--- src/chdu_pkg.sv ---
// ----------------------------------------------------------------------------
// chdu_pkg
// Types, register indexes, constants and small helpers shared by the cohesive
// hinge damage update block.
// ----------------------------------------------------------------------------
package chdu_pkg;

	localparam int WORD_W    = 32;
	localparam int MAG_W     = 31;
	localparam int FRAC_BITS = 16;
	localparam int DMG_W     = 17;
	localparam int MUL_W     = 33;
	localparam int PROD_W    = 2 * MUL_W;
	localparam int DIV_W     = 64;
	localparam int CNT_W     = 6;
	localparam int ADDR_W    = 5;
	localparam int KIND_W    = 2;
	localparam int IDX_W     = 3;

	typedef logic [WORD_W-1:0] word_t;
	typedef logic [MAG_W-1:0]  mag_t;
	typedef logic [KIND_W-1:0] kind_t;

	localparam kind_t KIND_TRIAL   = 2'd0;
	localparam kind_t KIND_COMMIT  = 2'd1;
	localparam kind_t KIND_REVERT  = 2'd2;
	localparam kind_t KIND_RESTART = 2'd3;

	localparam logic [IDX_W-1:0] REG_MOMENT_CAPACITY   = 3'd0;
	localparam logic [IDX_W-1:0] REG_PENALTY_STIFFNESS = 3'd1;
	localparam logic [IDX_W-1:0] REG_ACTIVATION_JUMP   = 3'd2;
	localparam logic [IDX_W-1:0] REG_SOFTENING_RATE    = 3'd3;
	localparam logic [IDX_W-1:0] REG_SOFTENING_SPAN    = 3'd4;
	localparam logic [IDX_W-1:0] REG_LINEAR_MODE       = 3'd5;

	localparam mag_t        Q16_ONE  = 31'd65536;
	localparam mag_t        MAG_MAX  = 31'h7fff_ffff;
	localparam logic [30:0] L2E_Q30  = 31'd1549082005;
	localparam logic [29:0] LN2_Q30  = 30'd744261118;
	localparam logic [30:0] Q30_ONE  = 31'h4000_0000;
	localparam logic [3:0]  SERIES_K = 4'd10;

	typedef struct packed {
		mag_t moment_capacity;
		mag_t penalty_stiffness;
		mag_t activation_jump;
		mag_t softening_rate;
		mag_t softening_span;
		logic linear_mode;
	} cfg_t;

	typedef struct packed {
		logic             start;
		logic [DIV_W-1:0] num;
		mag_t             den;
		logic [CNT_W-1:0] count;
	} div_req_t;

	typedef struct packed {
		logic             busy;
		logic             done;
		logic [DIV_W-1:0] quot;
	} div_rsp_t;

	// ceil(2^31 / k) for the series divisors
	function automatic logic [31:0] recip_q31(input logic [3:0] k);
		logic [31:0] r;
		case (k)
			4'd1:    r = 32'd2147483648;
			4'd2:    r = 32'd1073741824;
			4'd3:    r = 32'd715827883;
			4'd4:    r = 32'd536870912;
			4'd5:    r = 32'd429496730;
			4'd6:    r = 32'd357913942;
			4'd7:    r = 32'd306783379;
			4'd8:    r = 32'd268435456;
			4'd9:    r = 32'd238609295;
			4'd10:   r = 32'd214748365;
			default: r = 32'd0;
		endcase
		return r;
	endfunction

	function automatic mag_t sat_mag(input logic [63:0] v);
		return (v > {33'd0, MAG_MAX}) ? MAG_MAX : v[MAG_W-1:0];
	endfunction

	// negate a slope magnitude, clamped at 2^31
	function automatic word_t neg_slope(input logic [63:0] s);
		word_t c;
		c = (s > 64'h8000_0000) ? 32'h8000_0000 : s[WORD_W-1:0];
		return word_t'(~c + 32'd1);
	endfunction

endpackage

--- src/chdu_mul.sv ---
// ----------------------------------------------------------------------------
// chdu_mul
// Shared unsigned multiplier with a registered product.
// ----------------------------------------------------------------------------
module chdu_mul (
	input  logic                        clk,
	input  logic [chdu_pkg::MUL_W-1:0]  a,
	input  logic [chdu_pkg::MUL_W-1:0]  b,
	output logic [chdu_pkg::PROD_W-1:0] p
);
	import chdu_pkg::*;

	always_ff @(posedge clk) begin
		p <= a * b;
	end

endmodule

--- config.mk ---
export PLATFORM = sky130hd
export DESIGN_NAME = chdu_mul
export DESIGN_NICKNAME = d
export VERILOG_FILES = /design/src/chdu_pkg.sv /design/src/chdu_mul.sv
export SDC_FILE = /design/constraint.sdc
export NUM_CORES = 2
export LEC_CHECK = 0
export BUFFER_PORTS_ARGS = -buffer_cell sky130_fd_sc_hd__clkbuf_2
export CAP_MARGIN = 20
export CORE_ASPECT_RATIO = 1.4
export CORE_UTILIZATION = 42
export DETAILED_ROUTE_END_ITERATION = 6
export PLACE_DENSITY_LB_ADDON = 0.25
export SLEW_MARGIN = 30
export SYNTH_ARGS = -nofsm -noshare
export SYNTH_HDL_FRONTEND = slang
export SYNTH_SLANG_ARGS = --single-unit
--- constraint.sdc ---
create_clock -name clk -period 8.9 [get_ports clk]
set_input_delay 0.445 -clock clk [delete_from_list [all_inputs] [get_ports clk]]
set_output_delay 0.445 -clock clk [all_outputs]
set_load 0.1 [all_outputs]
==> flow_summary_export.csv <==
group,metric,value,unit
routing,firstDrtPassIters,5,
yosys,synth_nets,5338,
finish,finalCoreUtilization,0.4524,
finish,final_cell_count_without_fillers,5240,
global_route,first_global_vias,30080,
setup_path,path_max_fanout,33,
setup_path,arrival_time_at_the_worst_endpoint,8350,ps
timing,hold_viol_final,0,
global_route,grt_overflow,0,
finish,drive_gt1_frac,0.05892,
yosys,synthDominantCellAreaShare,0.5239,
timing,timing.slew.headroom,0.3820,
job,cap_violations,0,
clock_tree,cts.path.max_buffers,2,
floorplan,die_x,251.5,um
worst_hold_path,min_path_cells,3,
yosys,synth.largest_area_cell,"fa_1",
setup_path,crit_path_frequent_cell,"fa_1",
routing,routed_wirelength,109500,um
clock_tree,clkSlewWorstSetupHoldPaths,60,ps
setup_path,path_cells,"clkbuf_2, nand2_1, fa_1, fa_1, fa_1, fa_1, fa_1, inv_1, fa_1, fa_1, inv_1, fa_1, inv_1, ha_1, nand2_1, or4_1, or3_1, o22ai_1, o211a_1, o21ai_2, nand3b_4, o31a_1, o21ai_2, xor2_1",
finish,largest_register_ffs,66,
placement,dpl.cell_count,5218,
finish,design.final.nets,5358,
yosys,portion_of_the_post_synthesis_area_used_by_sequential_elements,0.03610,
timing,final_critical_path_share_of_the_clock_period,0.9074,
status,run_status,"completed",
global_route,pin_count_of_the_biggest_net_entering_global_routing,34,
yosys,post-synth-top-count-cell,"inv_1",
timing,rsz_0062_raised_after_global_routing,"no",
yosys,yosys_warnings,0,
placement,routabilityCongestion,0.8992,
floorplan,floorplan.die.height,351.3,um
timing,timing_worst_slew_pin_value,926.9,ps
yosys,ys_dominant_reg_cell,"dfxtp_1",
floorplan,fp-row-count,127,
global_route,antenna_violations_before_repair,11,
routing,route.vias.total,26660,
floorplan,fp.dieArea,88360,um2
global_route,track_usage,0.2578,
setup_path,cp_slowest_cell,"clkbuf_2",
yosys,syn_area,36610,um2
setup_path,criticalPathCategory,"primary input to register",
yosys,synth_edf_count,0,
worst_hold_path,min-delay-path-class,"primary input to register",
timing,final.setup.tns,0,ps
setup_path,required_time_of_the_critical_path,9180,ps
global_route,grt_first_pass_wirelength,169100,um
setup_path,path_buf_inv,4,
finish,area_growth,6.235,%
floorplan,core_area,85970,um2
timing,max_clock_freq,123.8,MHz
floorplan,pin_count,133,
routing,dr.first_iter.drc_count,1266,
clock_tree,numCtsBuffers,9,
yosys,synthArstFlopShare,0,
setup_path,critical_path.max_stage_delay,650,ps
timing,hold_slack,893.6,ps
clock_tree,htreeDepth,3,
floorplan,initial_core_util,0.4258,
yosys,synth.top_cells.by_count,"inv_1, fa_1, and2_1",
yosys,post_synth_inst_count,4048,
clock_tree,count_of_hold_fix_buffers_inserted_at_cts,0,
finish,nFillCells,8456,
timing,timing.final.crit_period,8076,ps
clock_tree,ctsResizeCount,0,
worst_hold_path,hold_path_end,"p[0]",
yosys,synth-seq-cells,66,
clock_tree,clockRootBuffer,"clkbuf_16",
routing,routed_via_density,5.087,
placement,detailedPlacementHpwl,93930,um
setup_path,cp-start-kind,"primary input",
clock_tree,clock_sink_count,66,
routing,drt-wirelength-per-cell,20.89,um
routing,detail-route-antenna-nets,0,
routing,drc,0,
clock_tree,cts_tree,"yes",
finish,top_regs,"p (66)",
setup_path,critPathCaptureType,"register",
clock_tree,postCtsSetupBuffers,0,
yosys,syn-mean-instance-area,9.043,um2
yosys,cells_taking_the_most_area_after_synthesis,"fa_1, inv_1, and2_1, ha_1, nand2_1",
timing,timing.final.max_slew_violations,0,
timing,finalSetupViolations,0,
setup_path,gate_family_responsible_for_the_most_delay_along_the_worst_path,"adder cells",
placement,port-buffer-count,132,
worst_hold_path,hold_path.startpoint,"b[0]",
yosys,yosys.cell_types.count,57,
finish,registers.top_by_ff_count,"p",
worst max path at each step:
stage               start     to  slack (ps)  cells after the start
detailed placement  b[11]  p[58]         460                     24
finish              b[11]  p[58]         820                     24
CTS                 b[11]  p[58]         820                     24
floorplan            b[0]  p[58]        1350                     28
global placement    b[11]  p[58]         560                     24
global route        b[11]  p[58]         520                     24
area by class of cell:
| class | count | area [um2] | share of cell area |
|---|---|---|---|
| Inverter | 1049 | 3938 | 0.1013 |
| Timing Repair Buffer | 220 | 1321 | 0.03398 |
| Tap cell | 1161 | 1453 | 0.03736 |
| Multi-Input combinational cell | 2722 | 30550 | 0.7856 |
| Clock inverter | 5 | 55.05 | 0.001416 |
| Sequential cell | 66 | 1321 | 0.03398 |
| Clock buffer | 11 | 232.7 | 0.005985 |
| Antenna cell | 6 | 15.01 | 0.0003861 |
per-stage QoR:
stage	area [um2]	worst slack, ps
2_1_floorplan	36610	1351
3_3_place_gp	38580	556.7
3_5_place_dp	38580	463.7
4_1_cts	38870	817.1
5_1_grt	38880	519.7
6_report	38890	823.8
cells in the final DEF, fill, tap and decap left out, types with 3 or more instances in the layout:
master and n:
inv_1 1048, fa_1 958, and2_1 574, nand2_1 567, ha_1 265, clkbuf_2 132, buf_4 88, a21oi_1 73
dfxtp_1 66, xnor2_1 41, nor2_1 33, a21o_1 31, xor2_1 24, o21ai_1 23, nand4_1 16, o21ai_0 15
nand3_1 10, clkbuf_16 9, o21bai_1 8, and3_1 7, o21a_1 7, diode_2 6, a31oi_1 6, nor2b_1 6
a211oi_1 5, nor3_1 4, and4_1 4, o31ai_1 3, a21boi_1 3
cell families (layout without fill, tap and decap cells):
logic type | count (synthesis) | after routing | share of synthesized area
xor+xnor | 65 | 65 | 0.01555
simple gates | 1233 | 1233 | 0.1701
flops | 66 | 66 | 0.03610
other cells | 0 | 6 | 0
buf+inv | 1260 | 1285 | 0.1293
fa+ha+maj | 1223 | 1223 | 0.6145
compound gates | 201 | 201 | 0.03452
worst min-delay path: stages:
cell and delay (ps):
clkbuf_2 260, buf_4 310, and2_1 170
layer usage:
metal	vias to the layer above	wire, um	share of wire	track usage
met5	-	22	0.00020	0
met4	4	10170	0.093	0.2026
met3	343	3784	0.035	0.02235
met2	805	59510	0.54	0.4846
met1	13950	35970	0.33	0.2612
li1	11560	-	-	-
Power is not shown: default switching activity piles up to over one toggle a cycle in this logic, so the estimate is an artifact.
