### config.mk
export PLATFORM = sky130hd
export DESIGN_NAME = chdu_regs
export DESIGN_NICKNAME = d
export VERILOG_FILES = /design/src/chdu_pkg.sv /design/src/chdu_regs.sv
export SDC_FILE = /design/constraint.sdc
export NUM_CORES = 1
export LEC_CHECK = 0
export ABC_AREA = 0
export BUFFER_PORTS_ARGS = -buffer_cell sky130_fd_sc_hd__buf_2
export CAP_MARGIN = 10
export CORE_MARGIN = 5
export CORE_UTILIZATION = 55
export CTS_BUF_LIST = sky130_fd_sc_hd__clkbuf_4 sky130_fd_sc_hd__clkbuf_8 sky130_fd_sc_hd__clkbuf_16
export DETAILED_ROUTE_END_ITERATION = 10
export HOLD_SLACK_MARGIN = 0.08
export PLACE_DENSITY = 0.86
export SKIP_CTS_REPAIR_TIMING = 1
export SLEW_MARGIN = 0
export SYNTH_ARGS = -nofsm -noshare
export SYNTH_HDL_FRONTEND = slang
export SYNTH_SLANG_ARGS = --single-unit
### constraint.sdc
create_clock -name clk -period 2.4 [get_ports clk]
set_input_delay 0.48 -clock clk [delete_from_list [all_inputs] [get_ports clk]]
set_output_delay 0.48 -clock clk [all_outputs]
set_load 0.05 [all_outputs]
### src/chdu_pkg.sv
// ----------------------------------------------------------------------------
// chdu_pkg
// Types, register indexes, constants and small helpers shared by the cohesive
// hinge damage update block.
// ----------------------------------------------------------------------------
package chdu_pkg;

	localparam int WORD_W    = 32;
	localparam int MAG_W     = 31;
	localparam int FRAC_BITS = 16;
	localparam int DMG_W     = 17;
	localparam int MUL_W     = 33;
	localparam int PROD_W    = 2 * MUL_W;
	localparam int DIV_W     = 64;
	localparam int CNT_W     = 6;
	localparam int ADDR_W    = 5;
	localparam int KIND_W    = 2;
	localparam int IDX_W     = 3;

	typedef logic [WORD_W-1:0] word_t;
	typedef logic [MAG_W-1:0]  mag_t;
	typedef logic [KIND_W-1:0] kind_t;

	localparam kind_t KIND_TRIAL   = 2'd0;
	localparam kind_t KIND_COMMIT  = 2'd1;
	localparam kind_t KIND_REVERT  = 2'd2;
	localparam kind_t KIND_RESTART = 2'd3;

	localparam logic [IDX_W-1:0] REG_MOMENT_CAPACITY   = 3'd0;
	localparam logic [IDX_W-1:0] REG_PENALTY_STIFFNESS = 3'd1;
	localparam logic [IDX_W-1:0] REG_ACTIVATION_JUMP   = 3'd2;
	localparam logic [IDX_W-1:0] REG_SOFTENING_RATE    = 3'd3;
	localparam logic [IDX_W-1:0] REG_SOFTENING_SPAN    = 3'd4;
	localparam logic [IDX_W-1:0] REG_LINEAR_MODE       = 3'd5;

	localparam mag_t        Q16_ONE  = 31'd65536;
	localparam mag_t        MAG_MAX  = 31'h7fff_ffff;
	localparam logic [30:0] L2E_Q30  = 31'd1549082005;
	localparam logic [29:0] LN2_Q30  = 30'd744261118;
	localparam logic [30:0] Q30_ONE  = 31'h4000_0000;
	localparam logic [3:0]  SERIES_K = 4'd10;

	typedef struct packed {
		mag_t moment_capacity;
		mag_t penalty_stiffness;
		mag_t activation_jump;
		mag_t softening_rate;
		mag_t softening_span;
		logic linear_mode;
	} cfg_t;

	typedef struct packed {
		logic             start;
		logic [DIV_W-1:0] num;
		mag_t             den;
		logic [CNT_W-1:0] count;
	} div_req_t;

	typedef struct packed {
		logic             busy;
		logic             done;
		logic [DIV_W-1:0] quot;
	} div_rsp_t;

	// ceil(2^31 / k) for the series divisors
	function automatic logic [31:0] recip_q31(input logic [3:0] k);
		logic [31:0] r;
		case (k)
			4'd1:    r = 32'd2147483648;
			4'd2:    r = 32'd1073741824;
			4'd3:    r = 32'd715827883;
			4'd4:    r = 32'd536870912;
			4'd5:    r = 32'd429496730;
			4'd6:    r = 32'd357913942;
			4'd7:    r = 32'd306783379;
			4'd8:    r = 32'd268435456;
			4'd9:    r = 32'd238609295;
			4'd10:   r = 32'd214748365;
			default: r = 32'd0;
		endcase
		return r;
	endfunction

	function automatic mag_t sat_mag(input logic [63:0] v);
		return (v > {33'd0, MAG_MAX}) ? MAG_MAX : v[MAG_W-1:0];
	endfunction

	// negate a slope magnitude, clamped at 2^31
	function automatic word_t neg_slope(input logic [63:0] s);
		word_t c;
		c = (s > 64'h8000_0000) ? 32'h8000_0000 : s[WORD_W-1:0];
		return word_t'(~c + 32'd1);
	endfunction

endpackage

### src/chdu_regs.sv
// ----------------------------------------------------------------------------
// chdu_regs
// APB-style register bank holding the hinge calibration.
// ----------------------------------------------------------------------------
module chdu_regs (
	input  logic                       clk,
	input  logic                       arst_n,
	input  logic                       psel,
	input  logic                       penable,
	input  logic                       pwrite,
	input  logic [chdu_pkg::ADDR_W-1:0] paddr,
	input  logic [31:0]                pwdata,
	output logic [31:0]                prdata,
	output logic                       pready,
	output chdu_pkg::cfg_t             cfg
);
	import chdu_pkg::*;

	logic [IDX_W-1:0] idx;
	logic             wr;
	cfg_t             cfg_q;

	assign idx    = paddr[ADDR_W-1:2];
	assign wr     = psel && penable && pwrite;
	assign pready = 1'b1;
	assign cfg    = cfg_q;

	always_ff @(posedge clk or negedge arst_n) begin
		if (!arst_n) begin
			cfg_q.moment_capacity   <= Q16_ONE;
			cfg_q.penalty_stiffness <= Q16_ONE;
			cfg_q.activation_jump   <= Q16_ONE;
			cfg_q.softening_rate    <= Q16_ONE;
			cfg_q.softening_span    <= Q16_ONE;
			cfg_q.linear_mode       <= 1'b0;
		end else if (wr) begin
			case (idx)
				REG_MOMENT_CAPACITY:   cfg_q.moment_capacity   <= pwdata[MAG_W-1:0];
				REG_PENALTY_STIFFNESS: cfg_q.penalty_stiffness <= pwdata[MAG_W-1:0];
				REG_ACTIVATION_JUMP:   cfg_q.activation_jump   <= pwdata[MAG_W-1:0];
				REG_SOFTENING_RATE:    cfg_q.softening_rate    <= pwdata[MAG_W-1:0];
				REG_SOFTENING_SPAN:    cfg_q.softening_span    <= pwdata[MAG_W-1:0];
				REG_LINEAR_MODE:       cfg_q.linear_mode       <= pwdata[0];
				default: ;
			endcase
		end
	end

	always_comb begin
		case (idx)
			REG_MOMENT_CAPACITY:   prdata = {1'b0, cfg_q.moment_capacity};
			REG_PENALTY_STIFFNESS: prdata = {1'b0, cfg_q.penalty_stiffness};
			REG_ACTIVATION_JUMP:   prdata = {1'b0, cfg_q.activation_jump};
			REG_SOFTENING_RATE:    prdata = {1'b0, cfg_q.softening_rate};
			REG_SOFTENING_SPAN:    prdata = {1'b0, cfg_q.softening_span};
			REG_LINEAR_MODE:       prdata = {31'd0, cfg_q.linear_mode};
			default:               prdata = 32'd0;
		endcase
	end

endmodule

==> results of run 1 <==
kinds of logic after synthesis:
logic type | Yosys count | share of synthesized area, %
AND/OR/NAND/NOR | 44 | 4.384
other | 2 | 0.1048
flip-flops | 156 | 54.58
multiplexers | 189 | 29.67
buffers and inverters | 45 | 3.109
AO/OA/AOI/OAI | 93 | 8.156
through the flow:
step	setup TNS (ns)	hold WS [ns]	total power, mW	cells
2_1_floorplan	-0.005892	0.1844	6.380	529
3_3_place_gp	0	0.4459	7.339	909
3_5_place_dp	0	0.4575	7.469	909
4_1_cts	0	0.002649	10.13	941
5_1_grt	0	0.3186	10.48	944
6_report	0	0.3290	10.09	944
final cells by class:
cell class	count	area (um^2)
antenna	1	2.502
clock buffer	21	474.2
clock inverter	11	117.6
fill	795	3132
multi-input combinational	328	3239
sequential	156	3910
tap	172	215.2
timing repair buffer	255	1580
worst max-delay path by stage:
stage / end
3_3_place_gp: prdata[15]
6_report: prdata[11]
4_1_cts: prdata[10]
5_1_grt: prdata[10]
2_1_floorplan: prdata[25]
3_5_place_dp: prdata[10]
cells in the mapped netlist, drive strengths merged, types with 3 or more instances:
cell	n	area share, %
nor2b	3	0.26
a22oi	29	3.0
clkbuf	13	0.68
nor3b	31	3.3
dfrtp	151	53
a21oi	30	2.1
o22ai	29	2.5
mux2	187	29
buf	32	2.4
nor2	3	0.16
dfstp	5	1.8
report_power, final:
part | internal, mW | switching, mW | total [mW]
logic | 0.969 | 2.89 | 3.86
registers | 3.16 | 0.417 | 3.58
clock network | 1.62 | 1.04 | 2.65
routing by layer:
layer / GRT usage, % / share of wire, % / up-vias
met2: 45.64 / 50 / 256
met3: 8.538 / 8.9 / 24
met1: 33.46 / 40 / 2844
met4: 9.719 / 1.7 / 0
li1: - / - / 2442
met5: 0 / 0 / -
==> results.py, run 1 <==
metrics = {
    "setup_path": {
        "cp.depth": 6,
        "cp_cell_sequence": "buf_2, buf_12, mux2_1, a21oi_1, o22ai_2, buf_2",
        "reg2reg_from": "cfg[105]$_DFFE_PN0P_",
        "cp_common_cell": "buf_2",
        "end_kind": "primary output",
        "crit_type": "in -> out",
        "start_kind": "input pin",
        "slowest_delay_ns": 0.34,
        "crit_path_max_fanout": 19,
        "cp_top_family": "buffers and inverters",
        "critPathSlowestCell": "mux2_1",
        "critPathBufInv": 3,
        "rrSetupSlack_ns": 1.52,
        "reg2reg_depth": 1,
        "startpoint": "paddr[2]",
        "reg2reg_to": "cfg[105]$_DFFE_PN0P_",
        "critical_path_required_ns": 1.92,
        "critPathArrivalTime_ns": 1.88,
    },
    "power": {
        "p_leak_nw": 4.750,
        "irDropWorstVdd_v": 0.0007195,
        "power-per-cell-area_nw_per_um2": 1058,
    },
    "global_routing": {
        "grt_pass1_wl_um": 31680,
        "grt_antenna_before_repair": 1,
        "grt-ovfl-total": 0,
        "first_global_vias": 5832,
        "track_usage_pct": 27.28,
        "grt_max_degree": 56,
    },
    "floorplan": {
        "rows": 41,
        "die_y_um": 124.1,
        "ios": 231,
        "start_util_pct": 56.54,
        "die_x_um": 124.1,
        "fp.dieArea_um2": 15410,
        "core_um2": 12670,
    },
    "layout": {
        "drive_gt1_share_pct": 44.49,
        "layout.nets": 800,
        "layout_commonest_cell": "buf_2",
        "layout_common_cells": "buf_2 (223), mux2_1 (170), dfrtp_1 (151)",
        "final_area_um2": 9539,
        "largest_reg_flops": 156,
        "utilization_pct": 75.28,
        "area_growth_pct": 33.15,
    },
    "logic_synthesis": {
        "ys_types": 29,
        "yosysSeqAreaShare_pct": 54.58,
        "ys_warn_count": 0,
        "synth_fp_nets": 571,
        "avgSynthCellArea_um2": 13.54,
        "synthArstFlopShare_pct": 100.0,
        "postSynthCellCount": 529,
        "netlist_area_um2": 7164,
        "synth-edff-count": 0,
        "ys_seq_elements": 156,
        "synthFlopType": "dfrtp_1",
    },
    "timing": {
        "relSlewSlack_pct": 62.87,
        "worst_slack_ns": 0.04059,
        "skew_ns": 0,
        "setup-violations-final": 0,
        "finalCriticalPeriod_ns": 2.359,
        "fin_crit_sh_pct": 98.31,
        "fmax_ghz": 0.4238,
        "final-hold-violation-count": 0,
        "tightest_slew_ns": 0.5569,
        "final_max_slew_viol_count": 0,
        "rsz0062_at_grt": "false",
    },
    "clock_network": {
        "htree_num_levels": 4,
        "cts-root-buf": "clkbuf_16",
        "clkSinkCount": 156,
        "cts_buffer_depth": 2,
        "clk_latency_ns": 0.42,
        "cts_tree": "yes",
        "cts_made_buffers": 17,
        "clkTransAtPathRegs_ns": 0.06,
    },
    "route": {
        "drt_pass1_iterations": 4,
        "wl_per_cell_um": 22.19,
        "drc_errors": 0,
        "drt_wl_total_um": 20950,
        "first_iter_violations": 389,
        "routed_via_density": 5.896,
        "antenna_left": 0,
        "vias": 5566,
    },
    "place": {
        "portBuffers": 225,
        "place_ws_ns": 0.05169,
        "placed_area_um2": 8910,
        "gp_congestion": 0.8179,
        "place.detailed.hpwl_um": 14440,
    },
    "job": {
        "cap_violations": 0,
    },
    "hold_path": {
        "hold_path_depth": 2,
        "hold_path_class": "in -> reg",
        "min_to": "cfg[140]$_DFFE_PN0P_",
        "hold_start": "pwdata[15]",
    },
    "status": {
        "status": "finished clean",
    },
}
(Power assumes the default switching activity.)
==> run 2, diff against run 1 <==
--- a/config.mk
+++ b/config.mk
@@ -14,6 +14,7 @@
 export DETAILED_ROUTE_END_ITERATION = 10
 export HOLD_SLACK_MARGIN = 0.08
 export PLACE_DENSITY = 0.86
+export REMOVE_ABC_BUFFERS = 1
 export SKIP_CTS_REPAIR_TIMING = 1
 export SLEW_MARGIN = 0
 export SYNTH_ARGS = -nofsm -noshare
==> run 2 against run 1 <==
Net effect: via count up 0.61%; non-clock buffer count stayed put; sequential share of layout area grew 0.57 points; largest cell class unchanged.
==> results.py, run 2 (synthesized netlist as in run 1, its figures left out) <==
metrics = {
    "timing": {
        "setup-violations-final": 0,
        "final_max_slew_viol_count": 0,
        "fmax_ghz": 0.4338,
        "finalCriticalPeriod_ns": 2.305,
        "final-hold-violation-count": 0,
        "rsz0062_at_grt": "false",
        "setup_tns_ns": 0,
        "worst_slack_ns": 0.09467,
        "fin_crit_sh_pct": 96.06,
        "skew_ns": 0,
    },
    "place": {
        "gp_congestion": 0.8272,
        "place_ws_ns": 0.05847,
        "place.detailed.hpwl_um": 14460,
        "portBuffers": 225,
    },
    "route": {
        "first_iter_violations": 426,
        "routed_via_density": 5.938,
        "drt_pass1_iterations": 5,
        "drc_errors": 0,
        "drt_wl_total_um": 20940,
        "antenna_left": 0,
        "wl_per_cell_um": 22.20,
        "vias": 5600,
    },
    "global_routing": {
        "first_global_vias": 5948,
        "grt_pass1_wl_um": 32460,
        "grt-ovfl-total": 0,
        "grt_max_degree": 56,
        "grt_antenna_before_repair": 0,
        "track_usage_pct": 27.87,
    },
    "floorplan": {
        "start_util_pct": 56.54,
        "rows": 41,
        "fp.dieArea_um2": 15410,
        "die_y_um": 124.1,
        "die_x_um": 124.1,
        "ios": 231,
        "core_um2": 12670,
    },
    "hold_path": {
        "hold_path_class": "in -> reg",
    },
    "clock_network": {
        "cts_made_buffers": 17,
        "cts_buffer_depth": 2,
        "htree_num_levels": 4,
        "clkTransAtPathRegs_ns": 0.06,
        "cts_tree": "yes",
        "clk_latency_ns": 0.42,
        "cts-root-buf": "clkbuf_16",
        "clkSinkCount": 156,
    },
    "job": {
        "cap_violations": 0,
    },
    "power": {
        "p_leak_nw": 4.741,
        "irDropWorstVdd_v": 0.0007772,
        "total_power_mw": 10.50,
        "power-per-cell-area_nw_per_um2": 1116,
    },
    "layout": {
        "layout_commonest_cell": "buf_2",
        "utilization_pct": 74.26,
        "antenna_cells": 0,
        "area_growth_pct": 31.33,
        "layout_common_cells": "buf_2 (222), mux2_1 (170), dfrtp_1 (151)",
        "largest_reg_flops": 156,
        "layout.nets": 800,
        "drive_gt1_share_pct": 40.86,
    },
    "setup_path": {
        "crit_path_max_fanout": 13,
        "critPathArrivalTime_ns": 1.83,
        "start_kind": "input pin",
        "crit_type": "in -> out",
        "end_kind": "primary output",
        "critical_path_required_ns": 1.92,
    },
    "status": {
        "status": "finished clean",
    },
}
[run 2: stage by stage]
| stage | hold WS, ns | std cells | instance area, um^2 |
|---|---|---|---|
| after floorplan | 0.1844 | 484 | 6942 |
| after global placement | 0.4398 | 910 | 8697 |
| after detailed placement | 0.4437 | 910 | 8697 |
| after CTS | -0.009729 | 942 | 9393 |
| after global routing | 0.3231 | 943 | 9409 |
| final | 0.3253 | 943 | 9409 |
[run 2: worst max-delay path, stage by stage]
cell and delay (ns):
buf_2 0.19, buf_12 0.18, nor2b_4 0.14, buf_4 0.23, a22oi_1 0.09, o22ai_1 0.21
buf_2 0.30
[run 2: final cells by class]
cell class / instances / area [um^2]
Fill cell: 858 / 3262
Clock buffer: 25 / 510.5
Sequential cell: 156 / 3910
Timing Repair Buffer: 255 / 1519
Tap cell: 172 / 215.2
Multi-Input combinational cell: 328 / 3069
Clock inverter: 7 / 185.2
[run 2: worst paths after layout]
check / from / slack, ns / endpoint / cells past startpoint
max in group asynchronous: arst_n / 1.15 / cfg[141]$_DFFE_PN1P_ / 3
max: paddr[2] / 0.09 / prdata[12] / 7
max reg2reg: cfg[142]$_DFFE_PN0P_ / 1.54 / cfg[142]$_DFFE_PN0P_ / 1
min: pwdata[5] / 0.33 / cfg[130]$_DFFE_PN0P_ / 2
min in group asynchronous: arst_n / 0.57 / cfg[117]$_DFFE_PN0P_ / 2
min reg2reg: cfg[65]$_DFFE_PN0P_ / 0.50 / cfg[65]$_DFFE_PN0P_ / 1
[run 2: per-layer routing]
layer,track usage (%),share of wire [%],vias to the layer above,routed length (um)
met5,0,0,-,0
met4,10.88,2.1,0,441
met3,8.492,8.2,43,1713
met2,47.70,52,276,10850
met1,32.93,38,2854,7936
li1,-,-,2427,-
[run 2: power by group]
group	internal (mW)	leakage (nW)	switching [mW]	total [mW]
Clock	2.11	0.345	1.03	3.13
Sequential	3.16	1.98	0.409	3.57
Combinational	0.936	2.41	2.86	3.80
Total	6.20	4.74	4.30	10.5
==> run 3, diff against run 2 <==
--- a/config.mk
+++ b/config.mk
@@ -13,7 +13,7 @@
 export CTS_BUF_LIST = sky130_fd_sc_hd__clkbuf_4 sky130_fd_sc_hd__clkbuf_8 sky130_fd_sc_hd__clkbuf_16
 export DETAILED_ROUTE_END_ITERATION = 10
 export HOLD_SLACK_MARGIN = 0.08
-export PLACE_DENSITY = 0.86
+export PLACE_DENSITY = 0.95
 export REMOVE_ABC_BUFFERS = 1
 export SKIP_CTS_REPAIR_TIMING = 1
 export SLEW_MARGIN = 0
==> run 3 against run 2 <==
Net effect: via count is 0.21% higher; combinational power hardly changed; cell count is 0.32% lower; largest power group unchanged; critical endpoint is now prdata[4]; largest cell class unchanged.
==> results.py, run 3 (synthesized netlist as in run 1, its figures left out) <==
metrics = {
    "route": {
        "antenna_left": 0,
        "first_iter_violations": 342,
        "wl_per_cell_um": 22.14,
        "drt_wl_total_um": 20820,
        "routed_via_density": 5.970,
        "drc_errors": 0,
        "drt_pass1_iterations": 5,
        "vias": 5612,
    },
    "clock_network": {
        "cts_buffer_depth": 2,
        "clkSinkCount": 156,
        "clk_latency_ns": 0.43,
        "cts-root-buf": "clkbuf_16",
        "clkTransAtPathRegs_ns": 0.06,
        "htree_num_levels": 4,
        "cts_made_buffers": 17,
        "cts_tree": "yes",
    },
    "hold_path": {
        "hold_path_depth": 2,
        "hold_path_class": "in -> reg",
    },
    "floorplan": {
        "fp.dieArea_um2": 15410,
        "start_util_pct": 56.54,
        "die_y_um": 124.1,
        "die_x_um": 124.1,
        "core_um2": 12670,
        "ios": 231,
        "rows": 41,
    },
    "timing": {
        "skew_ns": 0,
        "setup-violations-final": 0,
        "final-hold-violation-count": 0,
        "final_max_slew_viol_count": 0,
        "fmax_ghz": 0.4291,
        "fin_crit_sh_pct": 97.11,
        "relSlewSlack_pct": 60.35,
        "tightest_slew_ns": 0.5948,
        "finalCriticalPeriod_ns": 2.331,
        "setup_tns_ns": 0,
        "rsz0062_at_grt": "false",
        "holdWs_ns": 0.3234,
    },
    "place": {
        "placed_area_um2": 8675,
        "gp_congestion": 0.8122,
        "place.detailed.hpwl_um": 14310,
        "portBuffers": 225,
    },
    "job": {
        "cap_violations": 0,
    },
    "setup_path": {
        "critical_path_required_ns": 1.92,
        "cp_cell_sequence": "buf_2, nor2b_4, buf_12, a22oi_1, o22ai_1, buf_2",
        "reg2reg_depth": 1,
        "crit_path_max_fanout": 15,
        "critPathArrivalTime_ns": 1.85,
        "start_kind": "input pin",
        "crit_type": "in -> out",
        "end_kind": "primary output",
        "cp_common_cell": "buf_2",
        "critPathSlowestCell": "buf_2",
        "slowest_delay_ns": 0.31,
    },
    "layout": {
        "seq_area_um2": 3910,
        "layout.nets": 797,
        "largest_reg_flops": 156,
        "multi_input_area_um2": 3069,
        "utilization_pct": 73.60,
        "layout_common_cells": "buf_2 (223), mux2_1 (170), dfrtp_1 (151)",
        "area_growth_pct": 30.16,
        "final_area_um2": 9325,
        "fillers": 816,
        "drive_gt1_share_pct": 40.55,
        "layout_commonest_cell": "buf_2",
    },
    "power": {
        "pwr-share-comb_pct": 36.9,
        "irDropWorstVdd_v": 0.0006647,
        "power-per-cell-area_nw_per_um2": 1100,
        "p_leak_nw": 4.695,
        "p_seq_share_pct": 34.8,
        "p_sw_mw": 4.292,
        "clockPowerShare_pct": 28.3,
        "internal_power_mw": 5.968,
        "switching_share_pct": 41.84,
    },
    "global_routing": {
        "grt_pass1_wl_um": 32340,
        "grt_max_degree": 62,
        "first_global_vias": 6000,
        "grt-ovfl-total": 0,
        "grt_antenna_before_repair": 1,
        "track_usage_pct": 27.96,
    },
    "status": {
        "status": "finished clean",
    },
}
-- run 3: changes by cell type in the layout (fill, tap and decap cells not counted) --
cell       previous run  this run
diode_2               0         1
buf_6                 2         1
buf_2               222       223
bufinv_16             6         4
clkbuf_4              5         3
buf_4                17        15
clkinv_2              1         3
-- run 3: worst paths after layout --
check / startpoint / endpoint / slack, ns
min reg2reg: cfg[66]$_DFFE_PN0P_ / cfg[66]$_DFFE_PN0P_ / 0.51
max: paddr[4] / prdata[4] / 0.07
min: pwdata[23] / cfg[148]$_DFFE_PN0P_ / 0.32
max reg2reg: cfg[147]$_DFFE_PN0P_ / cfg[147]$_DFFE_PN0P_ / 1.51
max in group asynchronous: arst_n / cfg[13]$_DFFE_PN0P_ / 1.05
min in group asynchronous: arst_n / cfg[78]$_DFFE_PN0P_ / 0.61
-- run 3: critical path: cells and delay by family --
kind	cells	cell delay (ns)
buf+inv	3	0.77
simple gates	1	0.27
compound gates	2	0.31
-- run 3: area by class of cell --
class                   instances  area share, %
repair buffers                252          15.98
multi-input cells             328          32.91
flip-flops and latches        156          41.93
well taps                     172          2.308
diodes                          1        0.02683
clock inverters                 7          1.449
clock buffers                  24          5.394
-- run 3: power by group through the flow --
stage | Sequential [mW] | Combinational (mW) | Clock, mW
detailed placement | 3.59 | 3.80 | 0
floorplan | 5.34 | 0.924 | 0
finish | 3.57 | 3.79 | 2.90
global route | 3.63 | 3.96 | 3.04
global placement | 3.53 | 3.72 | 0
CTS | 3.56 | 3.81 | 2.92
-- run 3: metrics by stage --
stage | worst slack (ns) | total power, mW | std cells
after floorplan | -0.9956 | 6.264 | 484
after global placement | 0.1179 | 7.250 | 907
after detailed placement | 0.1095 | 7.391 | 907
after CTS | 0.04979 | 10.29 | 938
after global routing | 0.02206 | 10.64 | 940
final | 0.06946 | 10.26 | 940
-- run 3: routing by layer --
layer / global-route usage, % / part of all wire, % / routed length (um)
met5: 0 / 0 / 0
met3: 6.585 / 8.2 / 1710
met2: 47.30 / 50 / 10440
met4: 11.57 / 2.7 / 571
met1: 34.55 / 39 / 8093
