<file path="src/chdu_pkg.sv">
// ----------------------------------------------------------------------------
// chdu_pkg
// Types, register indexes, constants and small helpers shared by the cohesive
// hinge damage update block.
// ----------------------------------------------------------------------------
package chdu_pkg;

	localparam int WORD_W    = 32;
	localparam int MAG_W     = 31;
	localparam int FRAC_BITS = 16;
	localparam int DMG_W     = 17;
	localparam int MUL_W     = 33;
	localparam int PROD_W    = 2 * MUL_W;
	localparam int DIV_W     = 64;
	localparam int CNT_W     = 6;
	localparam int ADDR_W    = 5;
	localparam int KIND_W    = 2;
	localparam int IDX_W     = 3;

	typedef logic [WORD_W-1:0] word_t;
	typedef logic [MAG_W-1:0]  mag_t;
	typedef logic [KIND_W-1:0] kind_t;

	localparam kind_t KIND_TRIAL   = 2'd0;
	localparam kind_t KIND_COMMIT  = 2'd1;
	localparam kind_t KIND_REVERT  = 2'd2;
	localparam kind_t KIND_RESTART = 2'd3;

	localparam logic [IDX_W-1:0] REG_MOMENT_CAPACITY   = 3'd0;
	localparam logic [IDX_W-1:0] REG_PENALTY_STIFFNESS = 3'd1;
	localparam logic [IDX_W-1:0] REG_ACTIVATION_JUMP   = 3'd2;
	localparam logic [IDX_W-1:0] REG_SOFTENING_RATE    = 3'd3;
	localparam logic [IDX_W-1:0] REG_SOFTENING_SPAN    = 3'd4;
	localparam logic [IDX_W-1:0] REG_LINEAR_MODE       = 3'd5;

	localparam mag_t        Q16_ONE  = 31'd65536;
	localparam mag_t        MAG_MAX  = 31'h7fff_ffff;
	localparam logic [30:0] L2E_Q30  = 31'd1549082005;
	localparam logic [29:0] LN2_Q30  = 30'd744261118;
	localparam logic [30:0] Q30_ONE  = 31'h4000_0000;
	localparam logic [3:0]  SERIES_K = 4'd10;

	typedef struct packed {
		mag_t moment_capacity;
		mag_t penalty_stiffness;
		mag_t activation_jump;
		mag_t softening_rate;
		mag_t softening_span;
		logic linear_mode;
	} cfg_t;

	typedef struct packed {
		logic             start;
		logic [DIV_W-1:0] num;
		mag_t             den;
		logic [CNT_W-1:0] count;
	} div_req_t;

	typedef struct packed {
		logic             busy;
		logic             done;
		logic [DIV_W-1:0] quot;
	} div_rsp_t;

	// ceil(2^31 / k) for the series divisors
	function automatic logic [31:0] recip_q31(input logic [3:0] k);
		logic [31:0] r;
		case (k)
			4'd1:    r = 32'd2147483648;
			4'd2:    r = 32'd1073741824;
			4'd3:    r = 32'd715827883;
			4'd4:    r = 32'd536870912;
			4'd5:    r = 32'd429496730;
			4'd6:    r = 32'd357913942;
			4'd7:    r = 32'd306783379;
			4'd8:    r = 32'd268435456;
			4'd9:    r = 32'd238609295;
			4'd10:   r = 32'd214748365;
			default: r = 32'd0;
		endcase
		return r;
	endfunction

	function automatic mag_t sat_mag(input logic [63:0] v);
		return (v > {33'd0, MAG_MAX}) ? MAG_MAX : v[MAG_W-1:0];
	endfunction

	// negate a slope magnitude, clamped at 2^31
	function automatic word_t neg_slope(input logic [63:0] s);
		word_t c;
		c = (s > 64'h8000_0000) ? 32'h8000_0000 : s[WORD_W-1:0];
		return word_t'(~c + 32'd1);
	endfunction

endpackage

</file>
<file path="src/chdu_div.sv">
// ----------------------------------------------------------------------------
// chdu_div
// Restoring divider, one quotient bit a cycle. The numerator arrives left
// aligned; count gives the number of quotient bits.
// ----------------------------------------------------------------------------
module chdu_div (
	input  logic               clk,
	input  logic               arst_n,
	input  chdu_pkg::div_req_t req,
	output chdu_pkg::div_rsp_t rsp
);
	import chdu_pkg::*;

	logic             busy_q;
	logic             done_q;
	logic [CNT_W-1:0] cnt_q;
	logic [DIV_W-1:0] nq_q;
	mag_t             rem_q;
	mag_t             den_q;
	logic [MAG_W:0]   trial;
	logic [MAG_W:0]   diff;
	logic             fit;

	assign trial = {rem_q, nq_q[DIV_W-1]};
	assign fit   = trial >= {1'b0, den_q};
	assign diff  = trial - {1'b0, den_q};

	assign rsp.busy = busy_q;
	assign rsp.done = done_q;
	assign rsp.quot = nq_q;

	always_ff @(posedge clk or negedge arst_n) begin
		if (!arst_n) begin
			busy_q <= 1'b0;
			done_q <= 1'b0;
			cnt_q  <= '0;
		end else begin
			done_q <= 1'b0;
			if (req.start) begin
				busy_q <= 1'b1;
				cnt_q  <= req.count;
			end else if (busy_q) begin
				cnt_q <= cnt_q - 1'b1;
				if (cnt_q == CNT_W'(1)) begin
					busy_q <= 1'b0;
					done_q <= 1'b1;
				end
			end
		end
	end

	// quotient bits shift in at the bottom as the numerator leaves the top
	always_ff @(posedge clk) begin
		if (req.start) begin
			nq_q  <= req.num;
			rem_q <= '0;
			den_q <= req.den;
		end else if (busy_q) begin
			nq_q  <= {nq_q[DIV_W-2:0], fit};
			rem_q <= fit ? diff[MAG_W-1:0] : trial[MAG_W-1:0];
		end
	end

endmodule

</file>
<file path="config.mk">
export PLATFORM = sky130hd
export DESIGN_NAME = chdu_div
export DESIGN_NICKNAME = d
export VERILOG_FILES = /design/src/chdu_pkg.sv /design/src/chdu_div.sv
export SDC_FILE = /design/constraint.sdc
export NUM_CORES = 1
export LEC_CHECK = 0
export BUFFER_PORTS_ARGS = -buffer_cell sky130_fd_sc_hd__buf_2
export CORE_MARGIN = 2
export CORE_UTILIZATION = 35
export DETAILED_ROUTE_END_ITERATION = 6
export PLACE_DENSITY_LB_ADDON = 0.25
export SETUP_SLACK_MARGIN = 0.05
export SLEW_MARGIN = 20
export SYNTH_ARGS = -nofsm -noshare
export SYNTH_HDL_FRONTEND = slang
export SYNTH_SLANG_ARGS = --single-unit
</file>
<file path="constraint.sdc">
create_clock -name clk -period 4.2 [get_ports clk]
set_input_delay 0.63 -clock clk [delete_from_list [all_inputs] [get_ports clk]]
set_output_delay 0.63 -clock clk [all_outputs]
set_load 0.1 [all_outputs]
</file>
==> results of run 1 <==
sequential cells by signal, summed over array words and instances, names as in the netlist:
name,count
busy_q,1
nq_q,64
done_q,1
cnt_q,6
rem_q,31
den_q,31
worst reg2reg max path, cell delays in order, from the launching register on:
cell	delay (ns)
edfxtp_1	0.40
inv_1	0.07
ha_1	0.18
fa_1	0.18
nand2b_1	0.18
a21oi_2	0.08
o41a_4	0.47
o21bai_4	0.25
a21oi_4	0.12
nor2_4	0.66
nand2_1	0.11
a311oi_1	0.33
final cells by class:
class                      instances  area, um^2
inverter                          42       157.7
sequential                       134        3675
multi-input combinational        468        3426
tap                              275       344.1
clock inverter                    14       138.9
timing repair buffer             175       893.4
fill                            2045       11830
clock buffer                      18       429.2
cell usage after synthesis, types with 11 or more instances:
library cell / number
nor2_1: 44
a21o_1: 11
or3_1: 11
a311oi_1: 21
edfxtp_1: 95
a21oi_1: 38
clkbuf_1: 20
mux2_2: 64
nand2b_1: 16
nand3_1: 11
o21ai_0: 23
xor2_1: 11
ha_1: 33
dfxtp_1: 31
nand2_1: 63
inv_1: 42
xnor2_1: 12
cell families (layout without fill, tap and decap cells):
logic type | after synthesis | after routing
compound gates | 154 | 154
xor+xnor | 23 | 23
fa+ha+maj | 34 | 34
buf+inv | 71 | 249
flops | 134 | 134
mux | 68 | 68
simple gates | 189 | 189
path summary, 6_finish.rpt:
kind,from,to,slack [ns],cells past startpoint
max in group asynchronous,arst_n,busy_q,3.98,1
min in group clk,req[19],den_q[13],0.37,1
max,nq_q[63],rem_q[17],1.07,11
max reg2reg,nq_q[63],rem_q[17],1.07,11
min reg2reg,rem_q[5],rem_q[6],0.50,2
min,arst_n,cnt_q[5],0.04,1
power breakdown:
group	internal, mW	switching (mW)	total, mW
Sequential	1.69	0.176	1.87
Combinational	0.846	1.72	2.57
Clock	0.831	0.636	1.47
through the flow:
| step | total power, mW | hold WS, ns | utilization [%] | worst slack [ns] | cell area, um^2 |
|---|---|---|---|---|---|
| after floorplan | 3.986 | 0.3344 | - | 0.9768 | 7405 |
| final | 5.904 | 0.03526 | 43.39 | 1.074 | 9064 |
| after global placement | 4.461 | 0.4823 | 40.67 | 1.124 | 8496 |
| after detailed placement | 4.461 | 0.4871 | 40.67 | 1.042 | 8496 |
| after global routing | 6.279 | 0.03942 | 43.39 | 0.7546 | 9064 |
| after CTS | 5.958 | 0.02421 | 43.39 | 1.039 | 9064 |
metal layers:
layer  track usage, %  vias up  wire length [um]
met5                0        -                45
met4            5.238        6               260
met3            6.677       23              1344
met2            26.49      163              8134
met1            20.97     2606              8162
li1                 -     2821                 -
==> results by group, run 1 <==
Worst setup path
  – Crit path max-delay family: compound AO/OA/AOI/OAI gates
  – WP buf/inv: 1
  – Largest fanout on the critical path: 33
  – Critical-path cell list: inv_1 > ha_1 > fa_1 > nand2b_1 > a21oi_2 > o41a_4 > o21bai_4 > a21oi_4 > nor2_4 > nand2_1 > a311oi_1
  – CP Data Required Time: 4.52 ns
  – Critical path arrival: 3.45 ns
  – Worst path max stage delay: approximately 0.66 ns
  – Critical path capture point type: register
  – Critical path's slowest cell: nor2_4
  – Startpoint Class: register
  – CP Class: reg2reg

Clock network
  – H-tree depth: 4
  – Clock sinks: 134
  – Num CTS Buffers: 17
  – Root Buffer: clkbuf_16
  – Post-cts resize count: 0
  – Postcts setup bufs: 0
  – Clk buf depth: 2
  – Clock transition at path regs: 0.06 ns
  – CTS tree: yes
  – Skew-Pair Late Insertion Delay: 0.44 ns
  – Cts hold-fix bufs: 0

Drt
  – Routed len/inst: ~16 um
  – DR pass1 iterations: 5
  – ANT nets after route: 0
  – Post-route DRC: 0
  – 1st-iter DRT viols: 270
  – Drt total wl: 17950 um
  – DR vias/cell: between 4 and 5
  – Via Count: 5619

Floorplanning
  – Die X: 149.5 um
  – Initial Util: 35.45%
  – Die Area: 0.02234 mm^2
  – Die height: 149.5 um
  – Core area: 0.02089 mm^2
  – # rows: 53
  – Io pins: 170

Cells and area
  – ANT cells: 0
  – Most frequent cells in the layout: 168 x buf_2, 95 x edfxtp_1, 64 x mux2_2
  – Commonest non-fill, non-tap cell in the layout: buf_2
  – Final nets: 976
  – Layout cell share with drive strength beyond 1: 34.20%
  – Non-filler cells, final: between 1k and 1.5k
  – Area grow syn2layout: 22.41%

Pwr
  – Leakage power: ~3.9 nW
  – Maximum vdd drop: 0.0003079 V
  – P per Cell Area: 651.4 mW/mm^2

GRT
  – Vias in the first global route: 5743
  – First-pass GRT wire length: between 20000 and 30000 um
  – Largest net degree at the start of global routing: 67
  – GRT Total Usage: ~17%
  – Congestion Overflow GR: 0
  – Initial antenna violation count: 3

Synth
  – Largest cells by area after synthesis: edfxtp_1 39%, mux2_2 9.7%, dfxtp_1 8.4%, ha_1 5.6%, nand2_1 3.2%
  – Seq/Total Area, Yosys: 49.61%
  – Netlist cell types: slightly below 70
  – Asr flop ratio synth: 5.970%
  – Mux cell area share after synthesis: 10.27%
  – Count of flip-flops with a built-in enable after synthesis: 95
  – Largest family of logic cells by synthesized area: compound AO/OA/AOI/OAI gates
  – Main synth FF type: edfxtp_1
  – Ys Warns: 0
  – Syn nets: a little over 800
  – Fraction of the mapped netlist area in compound gates: 14.68%
  – Synth Register Bits: 134
  – Synth Area per Inst: 11.00 um^2
  – Synth Cell Area: 0.007405 mm^2
  – Post-Synth XOR/XNOR Area: around 2.7%
  – Area leader, netlist: edfxtp_1
  – Simple-gate share of the synthesized area: 12.74%
  – Post-synth top area share: 38.53%
  – Syn Inst Count: 673
  – Adder-cell area share of the yosys netlist: 5.847%

Timing
  – Final worst path period share: 74.43%
  – Final min period: roughly 3.1 ns
  – Final Max Tran Viols: 0
  – # setup viols final: 0
  – Final Hold Fails: 0
  – Setup TNS: 0 ns
  – Worst slew pin tran: 0.8191 ns
  – Fmax: between 300 and 400 MHz
  – Slew headroom: 45.27%
  – Worst Skew: 0.01219 ns
  – RSZ-0062 raised after global routing: no

Job
  – Maxcap violations: 0

Placement
  – Hpwl dp: 12920 um
  – Routability-driven placement congestion ratio: ~0.80
  – Number of I/O port buffers: 169
  – Cell total after placement: 1094

Outcome
  – Status: complete, no violations

Hold path
  – Hold Path Class: in2async
No activity file was read; power rests on OpenSTA's default activity.
==> inputs of run 2 (changes only) <==
Settings changed: ABC_AREA set to 1.
Clock period 4.2 ns to 2.8 ns, I/O delays scaled along.
==> run 2 against run 1 <==
Against the previous run: the flow now finishes with violations (design-rule violations); global-route usage up 2.0 points; synthesized area up 11%; setup slack worse by 0.69 ns; fmax up 30%; critical path depth up 3; utilization up 0.16 points; critical path type unchanged.
==> results by group, run 2 <==
Pwr
  – Flop pwr share: 30.6% (-1.0 points)
  – Switching part of the total power: 45.12% (+2.2 points)
  – Maximum vdd drop: 0.0004332 V (+41%)
  – Gate power share: 44.0% (+0.5 points)
  – Reported net switching power: 3.944 mW (+56%)
  – P_int: 4.797 mW (+42%)
  – P per Cell Area: 881.2 mW/mm^2 (+35%)
  – Clk network pwr share: 25.4% (+0.5 points)
  – Leakage power: 5.393 nW (+39%)

Drt
  – DR pass1 iterations: 7 (+2)
  – Post-route DRC: 1 (+1)
  – DR vias/cell: 4.498 (-9.9%)
  – Drt total wl: 22010 um (+23%)
  – 1st-iter DRT viols: 465 (+72%)
  – ANT nets after route: 0 (unchanged)
  – Via Count: 7273 (+29%)
  – Routed len/inst: 13.61 um (-15%)

Cells and area
  – Most frequent cells in the layout: 516 x nand2_1, 181 x inv_1, 168 x buf_2
  – Final nets: 1429 (+46%)
  – Max FFs per register: 64 (unchanged)
  – Layout cell share with drive strength beyond 1: 17.94% (-16 points)
  – Area grow syn2layout: 21.22%
  – Largest Register: nq_q
  – Fin area: 0.009920 mm^2 (+9.4%)
  – Commonest non-fill, non-tap cell in the layout: nand2_1
  – Fill cells: 2400 (+17%)
  – Regs by FF count: nq_q: 64 flops, den_q: 31 flops, rem_q: 31 flops
  – ANT cells: 0 (unchanged)

GRT
  – Initial antenna violation count: 0 (-3)
  – First-pass GRT wire length: 36220 um (+24%)
  – Vias in the first global route: 7262 (+26%)
  – Largest net degree at the start of global routing: 61 (-9.0%)
  – GRT Total Usage: 18.70% (+2.0 points)
  – Congestion Overflow GR: 0 (unchanged)

Timing
  – Final Max Tran Viols: 0 (unchanged)
  – Slew headroom: 53.63% (+8.4 points)
  – Final min period: 2.412 ns (-0.7138 ns)
  – Worst Skew: 0.01415 ns (+0.001956 ns)
  – Setup TNS: 0 ns (unchanged)
  – # setup viols final: 0 (unchanged)
  – Final worst path period share: 86.15% (+12 points)
  – Worst slew pin tran: 0.6956 ns (-0.1235 ns)
  – Fmax: 414.6 MHz (+30%)
  – RSZ-0062 raised after global routing: no
  – Final Hold Fails: 0 (unchanged)

Synth
  – Area leader, netlist: edfxtp_1
  – Netlist cell types: 37 (-46%)
  – Leading cell type by number of instances after synthesis: nand2_1
  – Main synth FF type: edfxtp_1
  – Syn nets: 1262 (+56%)
  – Synth Area per Inst: 7.280 um^2 (-34%)
  – Ys Warns: 0 (unchanged)
  – Post-synth top area share: 34.86% (-3.7 points)
  – Synth Register Bits: 134 (unchanged)
  – Syn Inst Count: 1124 (+67%)
  – Seq/Total Area, Yosys: 44.89% (-4.7 points)
  – Asr flop ratio synth: 5.970% (unchanged)
  – Largest cells by area after synthesis: edfxtp_1 35%, nand2_1 24%, inv_1 8.4%, dfxtp_1 7.6%, ha_1 5.0%
  – Synth top cells by count: 516 x nand2_1, 183 x inv_1, 95 x edfxtp_1
  – Synth Cell Area: 0.008183 mm^2 (+11%)
  – Count of flip-flops with a built-in enable after synthesis: 95 (unchanged)

Outcome
  – Status: complete, but fails checks
  – Failing checks: design-rule violations

Clock network
  – Clock sinks: 134 (unchanged)
  – H-tree depth: 4 (unchanged)
  – Skew-Pair Late Insertion Delay: 0.43 ns (about the same)
  – Num CTS Buffers: 17 (unchanged)
  – Postcts setup bufs: 0 (unchanged)
  – Clk buf depth: 2 (unchanged)
  – CTS tree: yes
  – Clock transition at path regs: 0.07 ns (about the same)
  – Post-cts resize count: 0 (unchanged)
  – Root Buffer: clkbuf_16

Job
  – Maxcap violations: 0 (unchanged)

Worst setup path
  – CP Class: reg2reg
  – Critical path capture point type: register
  – CP Data Required Time: 3.10 ns (-1.42 ns)
  – Startpoint Class: register
  – Critical path arrival: 2.71 ns (-0.74 ns)
  – Largest fanout on the critical path: 31 (-6.1%)

Floorplanning
  – Die Area: 0.02462 mm^2 (+10%)
  – Die X: 156.9 um (+5.0%)
  – Io pins: 170 (unchanged)
  – # rows: 55 (+3.8%)
  – Core area: 0.02278 mm^2 (+9.0%)
  – Initial Util: 35.92% (+0.48 points)
  – Die height: 156.9 um (+5.0%)

Placement
  – Routability-driven placement congestion ratio: 0.8706 (+9.0%)
  – Hpwl dp: 16310 um (+26%)
  – Placed Area: 0.009334 mm^2 (+9.9%)
  – Number of I/O port buffers: 169 (unchanged)

Hold path
  – Hold Path Class: in2reg
==> run 2: changes by cell type after synthesis, sizes merged, moves of 15 or more <==
cell,previous run,this run
o21ai,28,13
nand2,64,522
a311oi,21,0
inv,42,184
nand2b,16,0
nand3,11,75
a21oi,41,14
mux2,64,0
nand3b,0,16
==> run 2: layout make-up <==
class,instances,area [um^2],area share (%)
Timing Repair Buffer,180,945.9,9.536
Sequential cell,134,3674,37.03
Inverter,185,694.4,7.001
Clock buffer,17,425.4,4.289
Tap cell,313,391.6,3.948
Multi-Input combinational cell,773,3638,36.68
Clock inverter,15,150.1,1.514
==> run 2: worst paths after layout <==
kind	from	endpoint	slack (ns)	depth (start not counted)
worst max-delay path	den_q[0]	rem_q[4]	0.39	14
worst min-delay path	req[26]	den_q[20]	0.16	1
worst max register to register	den_q[0]	rem_q[4]	0.39	14
worst min register to register	rem_q[16]	rem_q[16]	0.47	2
max in group asynchronous	arst_n	cnt_q[5]	2.25	2
min in group asynchronous	arst_n	busy_q	0.37	2
==> run 2: repair_timing <==
action	in CTS	in global routing
hold buffers	1	0
endpoints found under the hold margin	8	0
endpoints found under the setup margin	0	0
==> run 2: layer usage <==
| layer | wire length [um] | up-vias | part of all wire (%) | track usage (%) |
|---|---|---|---|---|
| met5 | 0 | - | 0 | 0 |
| met4 | 197 | 0 | 0.90 | 4.675 |
| met3 | 1674 | 13 | 7.6 | 5.699 |
| met2 | 10060 | 199 | 46 | 30.66 |
| met1 | 10080 | 3248 | 46 | 24.10 |
| li1 | - | 3813 | - | - |
==> run 2: through the flow <==
stage | hold WS (ns) | setup slack [ns] | power [mW] | cells | util, %
floorplan | 0.1244 | 0.09216 | 5.799 | 1124 | -
CTS | 0.1479 | 0.3879 | 8.808 | 1617 | 43.55
finish | 0.1637 | 0.3879 | 8.741 | 1617 | 43.55
detailed placement | 0.2766 | 0.4138 | 6.542 | 1584 | 40.98
global route | 0.1470 | 0.1491 | 9.363 | 1617 | 43.55
global placement | 0.2776 | 0.5022 | 6.535 | 1584 | 40.98
==> run 2: critical path, cell delays in order, from the launching register on <==
cell and delay (ns):
edfxtp_1 0.37, ha_2 0.21, fa_2 0.35, inv_1 0.11
nand2_1 0.06, nand2_1 0.07, nand3_1 0.08, nand2_2 0.13
nand2_2 0.07, nand3_2 0.08, nand2_4 0.15, nand2_4 0.36
nand2_1 0.09, nand3_1 0.08, o21ai_1 0.08
==> run 2: cell families after synthesis <==
logic type	after synthesis	synth area share (%)
AOI/OAI and AO/OA	35	2.477
buffers and inverters	217	10.73
and+or+nand+nor	685	34.57
adders and majority gates	34	5.291
DFF	134	44.89
xor gates and xnor gates	19	2.034
==> run 2: power by group through the flow <==
stage,clock (mW),combinational (mW),sequential (mW)
final,2.22,3.85,2.68
after global routing,2.35,4.29,2.73
after CTS,2.28,3.85,2.68
after detailed placement,0,3.83,2.71
after global placement,0,3.82,2.71
after floorplan,0,2.28,3.52
==> inputs of run 3 (changes only) <==
Settings changed: CELL_PAD_IN_SITES_DETAIL_PLACEMENT set to 1, CELL_PAD_IN_SITES_GLOBAL_PLACEMENT set to 1.
==> run 3 against run 2 <==
Against the previous run: utilization rose by 0.10 points; flip-flop and latch count is the same; clock skew is 0.0032 ns lower; die area unchanged; final area rose by 0.24%; sequential power is essentially flat; register-to-register slack lost 0.03 ns; the run now ends clean; critical path type unchanged.
==> results by group, run 3 (synthesized netlist as in run 2, its figures left out) <==
Clock network
  – H-tree depth: 4 (unchanged)
  – Root Buffer: clkbuf_16
  – Num CTS Buffers: 17 (unchanged)
  – Clk buf depth: 2 (unchanged)
  – CTS tree: yes
  – Skew-Pair Late Insertion Delay: 0.44 ns (about the same)
  – Post-cts resize count: 0 (unchanged)
  – Postcts setup bufs: 0 (unchanged)
  – Clock transition at path regs: 0.07 ns (about the same)
  – Clock sinks: 134 (unchanged)

GRT
  – First-pass GRT wire length: 40460 um (+12%)
  – Grt peak-use layer: met2
  – GRT Total Usage: 20.92% (+2.2 points)
  – Congestion Overflow GR: 0 (unchanged)
  – Initial antenna violation count: 1 (+1)
  – Met3 Use GR: 6.222% (+0.52 points)
  – Vias in the first global route: 8158 (+12%)
  – M2 GR Usage: 35.86% (+5.2 points)
  – Largest net degree at the start of global routing: 68 (+11%)
  – Routing usage on met1: 25.62% (+1.5 points)

Hold path
  – Hold Path Class: in2reg
  – Hold_sp: req[7]

Worst setup path
  – Largest fanout on the critical path: 31 (unchanged)
  – Critical path arrival: 2.74 ns (+0.03 ns)
  – Reg-to-reg critical path startpoint: nq_q[63]
  – Critical path capture point type: register
  – Worst setup path start: nq_q[63]
  – CP Class: reg2reg
  – CP Data Required Time: 3.10 ns (about the same)
  – Startpoint Class: register

Timing
  – Setup ws final: 0.3619 ns (-0.02598 ns)
  – Final min period: 2.438 ns (+0.02598 ns)
  – Final Max Tran Viols: 0 (unchanged)
  – # setup viols final: 0 (unchanged)
  – Worst slew pin tran: 0.6983 ns (+0.002652 ns)
  – Worst Skew: 0.01093 ns (-0.003218 ns)
  – Fmax: 410.2 MHz (-1.1%)
  – Final worst path period share: 87.07% (+0.93 points)
  – Slew headroom: 53.45% (-0.18 points)
  – Final Hold Fails: 0 (unchanged)
  – RSZ-0062 raised after global routing: no
  – Setup TNS: 0 ns (unchanged)

Drt
  – 1st-iter DRT viols: 304 (-35%)
  – Drt total wl: 24410 um (+11%)
  – Via Count: 7509 (+3.2%)
  – ANT nets after route: 0 (unchanged)
  – DR pass1 iterations: 5 (-2)
  – DR vias/cell: 4.650 (+3.4%)
  – Post-route DRC: 0 (-1)
  – Routed len/inst: 15.11 um (+11%)

Floorplanning
  – Core area: 0.02278 mm^2 (unchanged)
  – Die X: 156.9 um (unchanged)
  – # rows: 55 (unchanged)
  – Die Area: 0.02462 mm^2 (unchanged)
  – Io pins: 170 (unchanged)
  – Die height: 156.9 um (unchanged)
  – Initial Util: 35.92% (unchanged)

Pwr
  – Maximum vdd drop: 0.0003943 V (-9.0%)
  – Leakage power: 5.398 nW (+0.10%)
  – P per Cell Area: 903.2 mW/mm^2 (+2.5%)

Cells and area
  – Commonest non-fill, non-tap cell in the layout: nand2_1
  – Layout cell share with drive strength beyond 1: 17.82% (-0.13 points)
  – Max FFs per register: 64 (unchanged)
  – Largest Register: nq_q
  – Fin util: 43.65% (+0.10 points)
  – Regs by FF count: nq_q: 64 flops, den_q: 31 flops, rem_q: 31 flops
  – Area grow syn2layout: 21.51%
  – ANT cells: 0 (unchanged)
  – Most frequent cells in the layout: 516 x nand2_1, 181 x inv_1, 168 x buf_2
  – Final nets: 1427 (-0.14%)

Placement
  – Number of I/O port buffers: 169 (unchanged)
  – Hpwl dp: 18230 um (+12%)
  – Pre-CTS setup slack: 0.3301 ns (-0.08371 ns)
  – Routability-driven placement congestion ratio: 0.8407 (-3.4%)

Job
  – Maxcap violations: 0 (unchanged)

Outcome
  – Status: complete, no violations
run 3: final timing paths:
| kind | depth (start not counted) | slack, ns | end |
|---|---|---|---|
| hold reg to reg | 2 | 0.48 | rem_q[20] |
| setup reg to reg | 15 | 0.36 | rem_q[10] |
| hold / removal | 1 | 0.16 | den_q[1] |
| min in group asynchronous | 2 | 0.37 | cnt_q[0] |
| setup / recovery | 15 | 0.36 | rem_q[10] |
| max in group asynchronous | 2 | 2.25 | busy_q |
run 3: area by class of cell:
type / instances / area (um^2)
clock buffers: 17 / 425.4
clock inverters: 15 / 176.4
fillers: 2918 / 12830
inverters: 185 / 694.4
multi-input cells: 773 / 3638
flip-flops and latches: 134 / 3674
well taps: 313 / 391.6
repair buffers: 178 / 943.4
run 3: stage by stage:
stage	hold WS [ns]	cells	instance area, um^2	total power, mW
after floorplan	0.1244	1124	8189	5.799
after global placement	0.2783	1582	9331	6.580
after detailed placement	0.2834	1582	9331	6.657
after CTS	0.1427	1615	9943	9.066
after global routing	0.1413	1615	9943	9.608
final	0.1565	1615	9943	8.980
run 3: critical path, stage by stage, from the launching register on:
cell      delay (ns)
edfxtp_1        0.35
inv_1           0.06
ha_2            0.18
fa_2            0.35
inv_1           0.10
nand2_1         0.06
nand2_1         0.07
nand3_1         0.08
nand2_2         0.12
nand2_2         0.07
nand3_2         0.09
nand2_4         0.16
nand2_4         0.35
nand2_1         0.10
nand3_1         0.08
o21ai_1         0.09
run 3: what timing repair did:
| item | 4_1_cts | 5_1_grt |
|---|---|---|
| setup endpoints to repair | 0 | 0 |
| hold buffers | 1 | 0 |
| endpoints found under the hold margin | 8 | 0 |
run 3: per-layer routing:
layer	vias to the layer above	part of all wire, %
met1	3486	44
li1	3804	-
met3	30	6.8
met5	-	0.053
met2	187	47
met4	2	1.5
run 3: where the power goes:
| part | internal (mW) | switching [mW] |
|---|---|---|
| Combinational | 1.13 | 2.81 |
| Clock | 1.28 | 1.08 |
| Sequential | 2.48 | 0.204 |
